<file path="config.mk">
export PLATFORM = sky130hd
export DESIGN_NAME = rfc_ctrl
export DESIGN_NICKNAME = d
export VERILOG_FILES = /design/src/design/rfc_pkg.sv /design/src/design/rfc_ctrl.sv
export SDC_FILE = /design/constraint.sdc
export NUM_CORES = 1
export LEC_CHECK = 0
export BUFFER_PORTS_ARGS = -buffer_cell sky130_fd_sc_hd__buf_4
export CORE_AREA = 2 2 39 41
export DETAILED_ROUTE_END_ITERATION = 10
export DIE_AREA = 0 0 41 43
export GPL_ROUTABILITY_DRIVEN = 0
export REMOVE_ABC_BUFFERS = 1
export SYNTH_ARGS = -nofsm -noshare
export SYNTH_HDL_FRONTEND = slang
export SYNTH_SLANG_ARGS = --single-unit
</file>
<file path="constraint.sdc">
create_clock -name i_clk -period 2.6 [get_ports i_clk]
set_clock_uncertainty 0.2 [all_clocks]
set_input_delay 0.52 -clock i_clk [delete_from_list [all_inputs] [get_ports i_clk]]
set_output_delay 0.52 -clock i_clk [all_outputs]
set_load 0.05 [all_outputs]
</file>
<file path="src/design/rfc_pkg.sv">
// ----------------------------------------------------------------------------
// rfc_pkg
// Shared types, constants and helpers of the rectangle fill canvas.
// ----------------------------------------------------------------------------
package rfc_pkg;

    localparam int CANVAS_SIDE = 128;
    localparam int COLOR_BITS  = 8;

    localparam int SIDE_BITS = (CANVAS_SIDE > 1) ? $clog2(CANVAS_SIDE) : 1;
    localparam int EDGE_W    = SIDE_BITS + 1;
    localparam int DEPTH     = CANVAS_SIDE * CANVAS_SIDE;
    localparam int ADDR_W    = $clog2(DEPTH);
    localparam int PIX_W     = 3 * COLOR_BITS;
    localparam int SUM_W     = 9;   // 7-bit position plus 8-bit size

    typedef logic [EDGE_W-1:0]     t_edge;
    typedef logic [COLOR_BITS-1:0] t_comp;

    typedef enum logic {
        REQ_FILL = 1'b0,
        REQ_READ = 1'b1
    } t_req_type;

    typedef struct packed {
        logic       req_type;
        logic [6:0] pos_x;
        logic [6:0] pos_y;
        logic [7:0] size_w;
        logic [7:0] size_h;
        logic [7:0] fill_red;
        logic [7:0] fill_green;
        logic [7:0] fill_blue;
    } t_req;

    typedef struct packed {
        logic [7:0] pix_red;
        logic [7:0] pix_green;
        logic [7:0] pix_blue;
        logic [7:0] box_left;
        logic [7:0] box_top;
        logic [7:0] box_right;
        logic [7:0] box_bottom;
    } t_rsp;

    typedef enum logic [2:0] {
        ST_CLEAR,
        ST_IDLE,
        ST_FILL,
        ST_READ,
        ST_RESP
    } t_state;

    // controller -> datapath
    typedef struct packed {
        logic clear;
        logic accept;
        logic fill_step;
        logic read;
        logic load_out;
    } t_cmd;

    // datapath -> controller
    typedef struct packed {
        logic clr_last;
        logic fill_empty;
        logic fill_last;
        logic out_free;
    } t_sts;

    // clamp an edge coordinate to the canvas side
    function automatic t_edge sat_side(input logic [SUM_W-1:0] v);
        t_edge r;
        if (32'(v) > CANVAS_SIDE) begin
            r = EDGE_W'(CANVAS_SIDE);
        end else begin
            r = EDGE_W'(v);
        end
        return r;
    endfunction

endpackage

</file>
<file path="src/design/rfc_ctrl.sv">
// ----------------------------------------------------------------------------
// rfc_ctrl
// Sequencer: clearing pass, request intake, fill sweep, read, result load.
// ----------------------------------------------------------------------------
module rfc_ctrl import rfc_pkg::*; (
    input  logic i_clk,
    input  logic i_rst_n,
    input  logic i_req_valid,
    input  logic i_req_type,
    output logic o_req_ready,
    input  t_sts i_sts,
    output t_cmd o_cmd
);

    t_state r_state;
    t_state n_state;

    always_ff @(posedge i_clk) begin
        if (!i_rst_n) begin
            r_state <= ST_CLEAR;
        end else begin
            r_state <= n_state;
        end
    end

    always_comb begin
        n_state     = r_state;
        o_cmd       = '0;
        o_req_ready = 1'b0;
        unique case (r_state)
            ST_CLEAR: begin
                o_cmd.clear = 1'b1;
                if (i_sts.clr_last) begin
                    n_state = ST_IDLE;
                end
            end
            ST_IDLE: begin
                o_req_ready = 1'b1;
                if (i_req_valid) begin
                    o_cmd.accept = 1'b1;
                    n_state = (i_req_type == REQ_READ) ? ST_READ : ST_FILL;
                end
            end
            ST_FILL: begin
                // empty rectangle: skip straight to the result
                if (i_sts.fill_empty) begin
                    n_state = ST_RESP;
                end else begin
                    o_cmd.fill_step = 1'b1;
                    if (i_sts.fill_last) begin
                        n_state = ST_RESP;
                    end
                end
            end
            ST_READ: begin
                o_cmd.read = 1'b1;
                n_state    = ST_RESP;
            end
            ST_RESP: begin
                if (i_sts.out_free) begin
                    o_cmd.load_out = 1'b1;
                    n_state        = ST_IDLE;
                end
            end
            default: begin
                n_state = ST_IDLE;
            end
        endcase
    end

endmodule

</file>
# After elaboration in Yosys (flattened, before gate mapping)
# Index checks and enable logic that the tools add are counted.
# totals
regBits	3
latchBits	0
mem_bits_rw	0
romBits	0
in_bits	8
out_inout_bits	6
wordCells	27
n_memories	0
# op_classes
addsub	0
n_mul	0
div_mod_pow	0
order_cmp	0
n_eq_ne	8
shifts	0
n_mux	16
bitwise	0
n_reduce_logical	2
# ops
operator	n
$mux W3	5
$pmux W3 S5	1
$mux W1	10
$eq A3 B2 Y1 const B	2
$ne A2 B2 Y1 const B	3
$reduce_and A4 Y1	1
$eq A3 B1 Y1 const B	1
$eq A3 B3 Y1 const B	1
$logic_not A3 Y1	1
$ne A3 B3 Y1 const B	1

# Logic depth before layout (Yosys ltp)
# Gate-level depths: netlist (run 1).
# depth
ltp_word	3
ltp_mapped	4
depth_no_buf	3

# Worst setup path after synthesis (run 1)
# Ideal clock, no wire load.
# synth_timing
path_kind	register -> output
from	reg r_state[0]
to	out o_cmd[3] in the netlist's numbering
t_arrival_ns	2.165
t_required_ns	1.880
slack_ns	-0.285
path_stages_with_launch	3
path_buffers	0
path_cell_list	dfxtp_1 > inv_2 > nor4b_1
# synth_lines
element	line	text
start, declared	rfc_ctrl.sv:15	t_state r_state;
start signal, assigned	rfc_ctrl.sv:22	r_state <= n_state;
end, declared	rfc_ctrl.sv:12	output t_cmd o_cmd

==> results.md, run 1 <==
Yosys:
- The cell taking the most area after synthesis is sky130_fd_sc_hd__dfxtp_1.
- In the synthesized netlist, the number of instances is 27.
- The share of flip-flops with an asynchronous set or reset is 0%.
- The synthesized design contains 0 enable-type register cells.
- For this run, the register share of the synthesized area comes to 26.09%.
- The count of state elements after synthesis is 3.
- Sorting the synthesized cells by how often they occur yields sky130_fd_sc_hd__nor3_1 (4), sky130_fd_sc_hd__dfxtp_1 (3), sky130_fd_sc_hd__nor3b_1 (2), sky130_fd_sc_hd__nor4b_1 (2).
- The cell area after synthesis is 230.2 um2.
- The number of different library cells in the post-synthesis netlist is 20.
- The synthesis warning total is 0.
- The proportion of netlist area held by the largest area contributor is 26.09%.
- The average cell area after synthesis is 8.527 um2.
- For this run, the leading register cell type out of synthesis is sky130_fd_sc_hd__dfxtp_1.
- The most instantiated library cell after synthesis is sky130_fd_sc_hd__nor3_1.
- Ranked by total cell area, the synthesized netlist is headed by sky130_fd_sc_hd__dfxtp_1 (26%), sky130_fd_sc_hd__nor3_1 (8.7%), sky130_fd_sc_hd__nor4b_1 (7.6%).

STA:
- At the pin with the least slew margin, the transition time is 0.3144 ns.
- The setup-violating endpoint count in the final report is 0.
- Hold timing on the final database bottoms out at a slack of 0.3187 ns.
- The clock period minus final worst setup slack is 2.080 ns.
- The top achievable clock speed is 0.4807 GHz.
- The post-route worst setup slack is 0.5196 ns.
- The worst path uses 80.01% of the clock period.
- The hold violation count in the final report came to 0.
- The relative max-transition margin is 79.01%.
- Setup repair after global routing left no endpoint under its margin.
- The number of slew-limit violations in the final report came to 0.

Finish:
- Ranked by flip-flop count, first place goes to r_state.
- 0 antenna diodes ended up in the layout.
- The area of all sequential standard cells is 60.06 um2.
- The net count of the finished layout is 51.
- The fraction of final layout cells with drive strength greater than 1 is 47.62%.
- The flip-flop count of the largest register after layout is 3.
- The filler cells instantiated in the layout total 162.
- Measured on the finished design, the core utilization comes to 25.86%.
- In the final layout, the registers with the most flip-flops are r_state x3.
- Relative to the synthesized area, the layout overhead comes to 55.43%.
- The footprint of the multi-input gates is 146.4 um2.

Setup path:
- The worst setup path is launched from a flip-flop.
- The data arrival time of the worst path is 1.36 ns.
- The endpoint class of the critical path is an output pin.
- The maximum fanout count along the critical path is 12.
- The critical path class is reg -> out.
- Setup slack on the worst reg-to-reg path comes out at 1.28 ns.
- STA puts the critical path data required time at 1.88 ns.

Power:
- The analysis attributes to cell leakage a power of 0.1563 nW.
- IR analysis of the VDD net gives a maximum drop of 0.0001659 V.
- The total power consumption of the routed design is 0.0001986 W.
- In this run the power density over the cells is 554.9 nW/um2.

Floorplan:
- The row count is 14.
- The die is 43 um tall.
- After floorplanning, the core was sized to cover 1384 um2.
- The initial utilization of the core area, before any placement, comes to 16.64%.
- The die extent in x is 41 um.
- During I/O placement, the number of pins put on the boundary was 14.
- The overall die area is 1763 um2.

Clock network:
- In this run, post-CTS repair resized a total of 0 instances.
- In this run, CTS created clock tree buffers numbering 3.
- In this run the deepest clock path goes through 2 buffers.
- After clock tree synthesis, the clock-pin slew on the worst setup and hold paths is 0.04 ns.
- The clock tree root driver cell is sky130_fd_sc_hd__clkbuf_4.
- The clock network latency to the later pin of the worst-skew pair is 0.23 ns.
- The TritonCTS clock tree is done.
- The clock net in this run drives a total of 3 sinks.
- Buffers inserted to repair hold after CTS numbered 0.
- In this run the number of H-tree levels came out at 1.
- In this run the post-CTS setup repair buffer count came out at 0.

Placement:
- The HPWL after detailed placement is 421.2 um.
- Before CTS, the worst setup slack after placement is 0.7534 ns.
- Buffers placed on the I/O ports in this run total 13.

Global route:
- The overall track demand over capacity in global routing is 7.028%.
- For this run the aggregate overflow at the end of global routing stands at 0.
- The initial antenna violation count is 0.
- Entering global routing, the biggest net connects 13 pins.
- The first global-routing pass estimated 793 um of wire.
- The number of global-route vias before repair was 223.

Drt:
- The routed layout has 247 vias.
- The total length of routed wires is 532 um.
- For this run, the detailed router's first-pass iteration total came to 1.
- The average via count per standard cell is 4.259.
- The count of antenna-violating nets left after detailed routing is 0.
- In the final routed layout, each cell accounts on average for 9.172 um.
- The detailed router finished its first iteration with 0 violations.
- After detailed routing, the number of remaining DRC violations is 0.

Flow run:
- The max-cap check violation count is 0.

Hold path:
- The type of the tightest min-delay check is in -> reg.

Status:
- The flow ran to the end, and the final reports show no timing, DRC or antenna violations.
report_power, final:
part           internal (W)  switching, W  leakage [nW]
Combinational     0.0000251     0.0000360         0.117
Clock             0.0000575     0.0000235        0.0150
Sequential        0.0000495    0.00000696        0.0246
Total              0.000132     0.0000665         0.156
cells by family (layout without fill, tap and decap cells):
kind of cell / after synthesis / after routing / share of synthesized area [%]
AND/OR/NAND/NOR: 14 / 14 / 45.11
buffers and inverters: 4 / 19 / 10.32
flip-flops: 3 / 3 / 26.09
AO/OA/AOI/OAI: 6 / 6 / 18.48
worst max-delay path, cell delays in order (launching register included):
cell                      delay [ns]
sky130_fd_sc_hd__dfxtp_1        0.49
sky130_fd_sc_hd__or2b_1         0.28
sky130_fd_sc_hd__nor3_1         0.13
sky130_fd_sc_hd__buf_4          0.22
final cells by class:
class                           instances  share of cell area, %
Clock buffer                            4                  7.343
Inverter                                2                  2.098
Sequential cell                         3                  16.78
Timing Repair Buffer                   13                  27.27
Multi-Input combinational cell         20                  40.91
Tap cell                               16                  5.594
worst paths after layout:
kind                   start         end  cells after the start
hold reg to reg   r_state[2]  r_state[1]                      1
hold / removal       i_rst_n  r_state[2]                      2
setup / recovery  r_state[1]    o_cmd[2]                      3
setup reg to reg  r_state[1]  r_state[0]                      3
stage by stage:
stage	cell area (um2)	cells	TNS [ns]
2_1_floorplan	214.0	25	-0.2847
3_3_place_gp	331.6	54	0
3_5_place_dp	331.6	54	0
4_1_cts	357.8	58	0
5_1_grt	357.8	58	0
6_report	357.8	58	0
cells in the final DEF (no fill, tap or decap):
master,count
sky130_fd_sc_hd__a21oi_1,1
sky130_fd_sc_hd__a31oi_1,1
sky130_fd_sc_hd__and3b_1,1
sky130_fd_sc_hd__and4bb_2,1
sky130_fd_sc_hd__buf_4,13
sky130_fd_sc_hd__clkbuf_1,1
sky130_fd_sc_hd__clkbuf_4,3
sky130_fd_sc_hd__dfxtp_1,3
sky130_fd_sc_hd__inv_1,1
sky130_fd_sc_hd__inv_2,1
sky130_fd_sc_hd__nor2_1,1
sky130_fd_sc_hd__nor2_2,1
sky130_fd_sc_hd__nor3_1,4
sky130_fd_sc_hd__nor3b_1,2
sky130_fd_sc_hd__nor3b_2,1
sky130_fd_sc_hd__nor4b_1,2
sky130_fd_sc_hd__o211a_1,1
sky130_fd_sc_hd__o21a_1,1
sky130_fd_sc_hd__o21ai_0,1
sky130_fd_sc_hd__o311ai_1,1
sky130_fd_sc_hd__or2b_1,1
routing by layer:
| layer | vias to the layer above | wire [um] | part of all wire [%] | global-route usage [%] |
|---|---|---|---|---|
| li1 | 130 | - | - | - |
| met1 | 112 | 192 | 36 | 7.074 |
| met2 | 5 | 297 | 56 | 10.00 |
| met3 | 0 | 42 | 7.9 | 2.094 |
| met4 | 0 | 0 | 0 | 8.000 |
| met5 | - | 0 | 0 | 0 |
Power figures use the tool's default switching activity.
==> run 2, diff against run 1 <==
==> constraint.sdc (replaced) <==
create_clock -name i_clk -period 2 [get_ports i_clk]
set_clock_uncertainty 0.2 [all_clocks]
set_input_delay 0.4 -clock i_clk [delete_from_list [all_inputs] [get_ports i_clk]]
set_output_delay 0.4 -clock i_clk [all_outputs]
set_load 0.05 [all_outputs]
==> run 2 against run 1 <==
  * Worst setup slack got worse by 0.42 ns
  * Core utilization rose by 0.18 points
  * Via count fell by 2.4%
  * Register-to-register slack got worse by 0.56 ns
  * Largest cell class unchanged
  * Sequential power rose by 31%
  * Wire length rose by 4.5%
  * Clock power rose by 30%
  * Critical path depth did not move
  * Combinational power rose by 31%
  * Critical endpoint unchanged
  * Hold slack got worse by 0.12 ns
  * Sequential share of layout area rose by 0.58 points
==> results.md, run 2 (synthesis results as in run 1) <==
Drt:
- The number of design rule violations left after detail routing came to 0 (unchanged).
- The per-cell routed wire length is 9.586 um (was 9.172 um).
- The average via count per standard cell was 4.155 (was 4.259).
- The total length of routed wires came to 556 um (was 532 um).
- The number of DRC violations after detailed-routing iteration 0 was 3 (was 0).
- The number of detailed-routing iterations run before antenna repair came to 2 (was 1).
- The count of antenna-violating nets left after detailed routing is 0 (unchanged).
- The total vias in the final route is 241 (was 247).

Global route:
- The maximum number of pins on one net before global-route repair is 13 (unchanged).
- The initial antenna violation count is 0 (unchanged).
- The number of global-route vias before repair is 234 (was 223).
- The overall track demand over capacity in global routing is 7.415% (was 7.028%).
- The first-pass GRT wire length is 855 um (was 793 um).
- The global route total overflow is 0 (unchanged).

Setup path:
- The data arrival time of the worst path is 1.31 ns (was 1.36 ns).
- The worst reg-to-reg path cell count is 3 (unchanged).
- The element type at the critical path start is a flip-flop (unchanged).
- The critical path's slowest cell is sky130_fd_sc_hd__dfxtp_2 (was sky130_fd_sc_hd__dfxtp_1).
- The data required time at the worst endpoint was 1.40 ns (was 1.88 ns).
- The delay of the slowest cell on the worst path is 0.42 ns (was 0.49 ns).
- The critical path buffer and inverter count came to 1 (unchanged).
- The critical path's top delay family is simple AND/OR/NAND/NOR gates (was flip-flops).
- The depth of the critical timing path with buffers and inverters included is 3 (unchanged).
- The critical path class is reg -> out (unchanged).
- Critical path cell sequence: or2b_1, nor3_1, buf_4 (unchanged).
- The maximum fanout count along the critical path came to 12 (unchanged).
- The endpoint class of the critical path is an output pin (unchanged).

Finish:
- The layout-stage area growth over the synthesis result came to 56.52% (was 55.43%).
- The final layout net count is 51 (unchanged).
- The total inserted antenna cells came to 0 (unchanged).
- Largest registers in the final layout: r_state x3 (unchanged).
- The most common cell after layout, fill and taps aside is sky130_fd_sc_hd__buf_4 (unchanged).
- The flip-flop count of the largest register after layout is 3 (unchanged).
- The top register by number of flip-flops is r_state (unchanged).
- The fraction of the core area covered by cells at the end of the flow came to 26.04% (was 25.86%).
- Most frequent cells in the layout: sky130_fd_sc_hd__buf_4 (13), sky130_fd_sc_hd__nor3_1 (4), sky130_fd_sc_hd__clkbuf_4 (3) (was sky130_fd_sc_hd__buf_4 (13), sky130_fd_sc_hd__nor3_1 (4), sky130_fd_sc_hd__clkbuf_4 (3), sky130_fd_sc_hd__dfxtp_1 (3)).
- The fraction of final layout cells with drive strength greater than 1 is 52.38% (was 47.62%).

STA:
- The hold slack is 0.1971 ns (was 0.3187 ns).
- The number of slew-limit violations in the final report was 0 (unchanged).
- The relative max-transition margin is 78.29% (was 79.01%).
- The setup-violating endpoint count in the final report is 0 (unchanged).
- The top achievable clock speed is 0.5249 GHz.
- The setup TNS is 0 ns (unchanged).
- The pin slew with the least headroom to its limit is 0.3251 ns (was 0.3144 ns).
- The clock period minus final worst setup slack is 1.905 ns.
- The post-route worst setup slack is 0.09486 ns (was 0.5196 ns).
- The hold violation count in the final report is 0 (unchanged).
- Unrepaired setup endpoints after global routing: false (unchanged).
- The final period utilization is 95.26%.

Placement:
- The count of input and output buffers was 13 (unchanged).
- The minimum setup slack after placement is 0.2137 ns (was 0.7534 ns).

Clock network:
- The number of levels the H-tree was split into is 1 (unchanged).
- The clock-pin slew on the worst setup and hold paths came to 0.04 ns (about the same).
- The TritonCTS clock tree is done (unchanged).
- The maximum count of clock buffers along a single path is 2 (unchanged).
- The clock tree root driver cell was sky130_fd_sc_hd__clkbuf_4 (unchanged).
- The clock network latency to the later pin of the worst-skew pair came to 0.23 ns (about the same).
- The number of sinks driven by the clock tree is 3 (unchanged).
- The number of buffers created by CTS was 3 (unchanged).

Power:
- The highest ir drop seen on vdd is 0.0002287 V (was 0.0001659 V).
- The power density normalized to cell area came to 718.7 nW/um2 (was 554.9 nW/um2).
- The total power consumption of the routed design is 0.0002590 W (was 0.0001986 W).
- The cell leakage power came to 0.1570 nW (was 0.1563 nW).

Floorplan:
- The row count is 14 (unchanged).
- The die outline height is 43 um (unchanged).
- The number of top-level design ports is 14 (unchanged).
- The overall die area is 1763 um2 (unchanged).
- The starting density of the core is 16.64% (unchanged).
- The die extent in x came to 41 um (unchanged).
- The placeable core region was 1384 um2 (unchanged).

Hold path:
- The type of the tightest min-delay check was in -> reg (unchanged).
- The worst hold path stage count came to 2 (unchanged).

Status:
- Run status: finished, final reports clean (unchanged).

Flow run:
- The max-cap check violation count came to 0 (unchanged).
-- run 2: report_power, final --
part	internal [W]	switching [W]	leakage (nW)
logic	0.0000327	0.0000475	0.117
clock network	0.0000747	0.0000301	0.0150
registers	0.0000651	0.00000897	0.0253
total	0.000172	0.0000865	0.157
-- run 2: area by class of cell --
type | count | area (um2)
repair buffers | 13 | 97.59
flip-flops and latches | 3 | 62.56
clock buffers | 4 | 26.28
fillers | 158 | 1023
multi-input cells | 20 | 146.4
inverters | 2 | 7.507
well taps | 16 | 20.02
-- run 2: routing by layer --
layer | vias to the layer above | track usage, % | part of all wire (%)
met5 | - | 0 | 0
met4 | 0 | 8.000 | 0
met3 | 0 | 1.571 | 6.5
met2 | 5 | 10.94 | 53
met1 | 105 | 7.668 | 40
li1 | 131 | - | -
-- run 2: worst paths after layout --
path / start / to / slack, ns
setup reg to reg: r_state[1] / r_state[0] / 0.72
hold / removal: i_rst_n / r_state[2] / 0.20
hold reg to reg: r_state[2] / r_state[1] / 0.44
setup / recovery: r_state[1] / o_cmd[2] / 0.09
-- run 2: metrics by stage --
step           area (um2)  std cells
6_report            360.3         58
5_1_grt             360.3         58
4_1_cts             359.1         58
3_5_place_dp        331.6         54
3_3_place_gp        331.6         54
2_1_floorplan       214.0         25
-- run 2: timing repair --
item                                    4_1_cts  5_1_grt
buffers inserted                              0        0
hold buffers                                  0        0
endpoints found under the setup margin        1        1
gates resized for setup                       1        1
==> run 3, diff against run 2 <==
==> constraint.sdc (replaced) <==
create_clock -name i_clk -period 2.31 [get_ports i_clk]
set_clock_uncertainty 0.2 [all_clocks]
set_input_delay 0.462 -clock i_clk [delete_from_list [all_inputs] [get_ports i_clk]]
set_output_delay 0.462 -clock i_clk [all_outputs]
set_load 0.05 [all_outputs]
==> run 3 against run 2 <==
  * Combinational power fell by 13%
  * Critical endpoint unchanged
  * Wire length rose by 0.54%
  * Global-route usage rose by 0.40 points
  * Die area did not move
  * Via count rose by 3.3%
  * Highest routed layer unchanged
  * Hold slack improved by 0.067 ns
  * Critical path depth did not move
==> results.md, run 3 (synthesis results as in run 1) <==
Status:
- Run status: finished, final reports clean (unchanged).

Flow run:
- The max-cap check violation count is 0 (unchanged).

Placement:
- The number of placed instances, taps included came to 54 (unchanged).
- The count of input and output buffers is 13 (unchanged).
- The instance area after placement came to 331.6 um2 (unchanged).

Global route:
- The maximum number of pins on one net before global-route repair is 13 (unchanged).
- The global route total overflow is 0 (unchanged).
- The first-pass GRT wire length is 883 um (was 855 um).
- The overall track demand over capacity in global routing is 7.816% (was 7.415%).
- The number of global-route vias before repair is 237 (was 234).
- The initial antenna violation count was 0 (unchanged).

Floorplan:
- The die extent in x is 41 um (unchanged).
- The row count was 14 (unchanged).
- The placeable core region is 1384 um2 (unchanged).
- The die outline height is 43 um (unchanged).
- The overall die area is 1763 um2 (unchanged).
- The number of top-level design ports came to 14 (unchanged).
- The starting density of the core is 16.64% (unchanged).

Setup path:
- The data required time at the worst endpoint is 1.65 ns (was 1.40 ns).
- The worst setup slack for register-to-register paths is 0.95 ns (was 0.72 ns).
- The critical path class is reg -> out (unchanged).
- The endpoint class of the critical path is an output pin (unchanged).
- The source of the critical timing path is r_state[1] (unchanged).
- The maximum fanout count along the critical path is 12 (unchanged).
- The element type at the critical path start is a flip-flop (unchanged).
- The data arrival time of the worst path is 1.41 ns (was 1.31 ns).
- The launching point of the worst reg2reg path is r_state[1] (unchanged).

Drt:
- The average via count per standard cell was 4.293 (was 4.155).
- The number of detailed-routing iterations run before antenna repair was 2 (unchanged).
- The total length of routed wires came to 559 um (was 556 um).
- The number of DRC violations after detailed-routing iteration 0 is 2 (was 3).
- The number of design rule violations left after detail routing is 0 (unchanged).
- The count of antenna-violating nets left after detailed routing was 0 (unchanged).
- The per-cell routed wire length came to 9.638 um (was 9.586 um).
- The total vias in the final route is 249 (was 241).

STA:
- The number of slew-limit violations in the final report came to 0 (unchanged).
- Derived from the worst setup path, the maximum achievable clock frequency is 0.4826 GHz.
- The hold slack is 0.2640 ns (was 0.1971 ns).
- The setup-violating endpoint count in the final report is 0 (unchanged).
- The pin slew with the least headroom to its limit was 0.3452 ns (was 0.3251 ns).
- The hold violation count in the final report is 0 (unchanged).
- The final period utilization is 89.71%.
- Unrepaired setup endpoints after global routing: false (unchanged).
- The relative max-transition margin was 76.96% (was 78.29%).
- The clock period minus final worst setup slack is 2.072 ns.
- The setup TNS is 0 ns (unchanged).

Finish:
- The fraction of final layout cells with drive strength greater than 1 is 47.62% (was 52.38%).
- The most common cell after layout, fill and taps aside is sky130_fd_sc_hd__buf_4 (unchanged).
- The final layout net count is 51 (unchanged).
- The final cell count without fillers is 58 (unchanged).
- The layout-stage area growth over the synthesis result is 55.43% (was 56.52%).
- The top register by number of flip-flops is r_state (unchanged).
- Largest registers in the final layout: r_state x3 (unchanged).
- The total of fill cells in the finished design is 158 (unchanged).
- The footprint of the multi-input gates is 146.4 um2 (unchanged).
- The area of all sequential standard cells was 60.06 um2 (was 62.56 um2).
- The final instance area is 357.8 um2 (was 360.3 um2).
- Most frequent cells in the layout: sky130_fd_sc_hd__buf_4 (13), sky130_fd_sc_hd__nor3_1 (4), sky130_fd_sc_hd__clkbuf_4 (3), sky130_fd_sc_hd__dfxtp_1 (3) (was sky130_fd_sc_hd__buf_4 (13), sky130_fd_sc_hd__nor3_1 (4), sky130_fd_sc_hd__clkbuf_4 (3)).
- The total inserted antenna cells came to 0 (unchanged).
- The flip-flop count of the largest register after layout was 3 (unchanged).

Hold path:
- The type of the tightest min-delay check is in -> reg (unchanged).
- The hold path startpoint was i_rst_n (unchanged).

Clock network:
- The post-CTS setup buffer count was 0 (unchanged).
- The number of buffers created by CTS is 3 (unchanged).
- The post-cts resize count is 0 (was 1).
- The clock network latency to the later pin of the worst-skew pair came to 0.23 ns (about the same).
- The number of levels the H-tree was split into was 1 (unchanged).
- The maximum count of clock buffers along a single path is 2 (unchanged).
- The clock tree root driver cell is sky130_fd_sc_hd__clkbuf_4 (unchanged).
- The clock-pin slew on the worst setup and hold paths is 0.04 ns (about the same).
- The TritonCTS clock tree is done (unchanged).
- The number of hold buffers added after CTS was 0 (unchanged).
- The number of sinks driven by the clock tree was 3 (unchanged).

Power:
- The power share of the sequential group is 28.3% (was 28.6%).
- The highest ir drop seen on vdd is 0.0002127 V (was 0.0002287 V).
- The reported net switching power was 0.00007530 W (was 0.00008650 W).
- The fraction of power consumed by the clock network is 40.6% (was 40.4%).
- The cell leakage power is 0.1563 nW (was 0.1570 nW).
- The power share of the combinational group was 31.0% (about the same).
- The design internal power is 0.0001486 W (was 0.0001725 W).
- The total power consumption of the routed design is 0.0002239 W (was 0.0002590 W).
- The switching share of power is 33.62% (was 33.40%).
- The power density normalized to cell area was 625.8 nW/um2 (was 718.7 nW/um2).
run 3: changes by cell type in the layout (fill, tap and decap cells not counted):
cell | before | now
sky130_fd_sc_hd__dfxtp_1 | 1 | 3
sky130_fd_sc_hd__dfxtp_2 | 2 | 0
run 3: power groups by stage:
stage                     clock [W]  combinational (W)  sequential, W
final                     0.0000910          0.0000695      0.0000635
after global routing       0.000103          0.0000742      0.0000646
after CTS                 0.0000971          0.0000701      0.0000634
after detailed placement          0          0.0000700      0.0000641
after global placement            0          0.0000699      0.0000639
after floorplan                   0          0.0000450      0.0000624
run 3: final timing paths:
check | depth (start not counted) | to
worst min-delay path | 2 | r_state[2]
worst max register to register | 3 | r_state[0]
worst min register to register | 1 | r_state[1]
worst max-delay path | 3 | o_cmd[2]
run 3: through the flow:
| step | util [%] | setup slack [ns] |
|---|---|---|
| 5_1_grt | 25.86 | 0.1309 |
| 3_5_place_dp | 23.96 | 0.4703 |
| 4_1_cts | 25.86 | 0.2095 |
| 2_1_floorplan | - | -0.5167 |
| 6_report | 25.86 | 0.2377 |
| 3_3_place_gp | 23.96 | 0.4693 |
run 3: cell type report:
| type | instances | area share, % |
|---|---|---|
| timing repair buffer | 13 | 27.27 |
| tap | 16 | 5.594 |
| clock buffer | 4 | 7.343 |
| multi-input combinational | 20 | 40.91 |
| inverter | 2 | 2.098 |
| sequential | 3 | 16.78 |
run 3: metal layers:
| layer | wire, um | global-route usage [%] | up-vias | share of wire [%] |
|---|---|---|---|---|
| li1 | - | - | 131 | - |
| met1 | 223 | 7.668 | 113 | 40 |
| met2 | 301 | 11.25 | 5 | 54 |
| met3 | 33 | 3.141 | 0 | 5.9 |
| met4 | 0 | 8.000 | 0 | 0 |
| met5 | 0 | 0 | - | 0 |
run 3: worst max-delay path, stage by stage, from the launching register on:
cell                      delay [ns]
sky130_fd_sc_hd__dfxtp_1        0.52
sky130_fd_sc_hd__or2b_1         0.28
sky130_fd_sc_hd__nor3_1         0.16
sky130_fd_sc_hd__buf_4          0.23
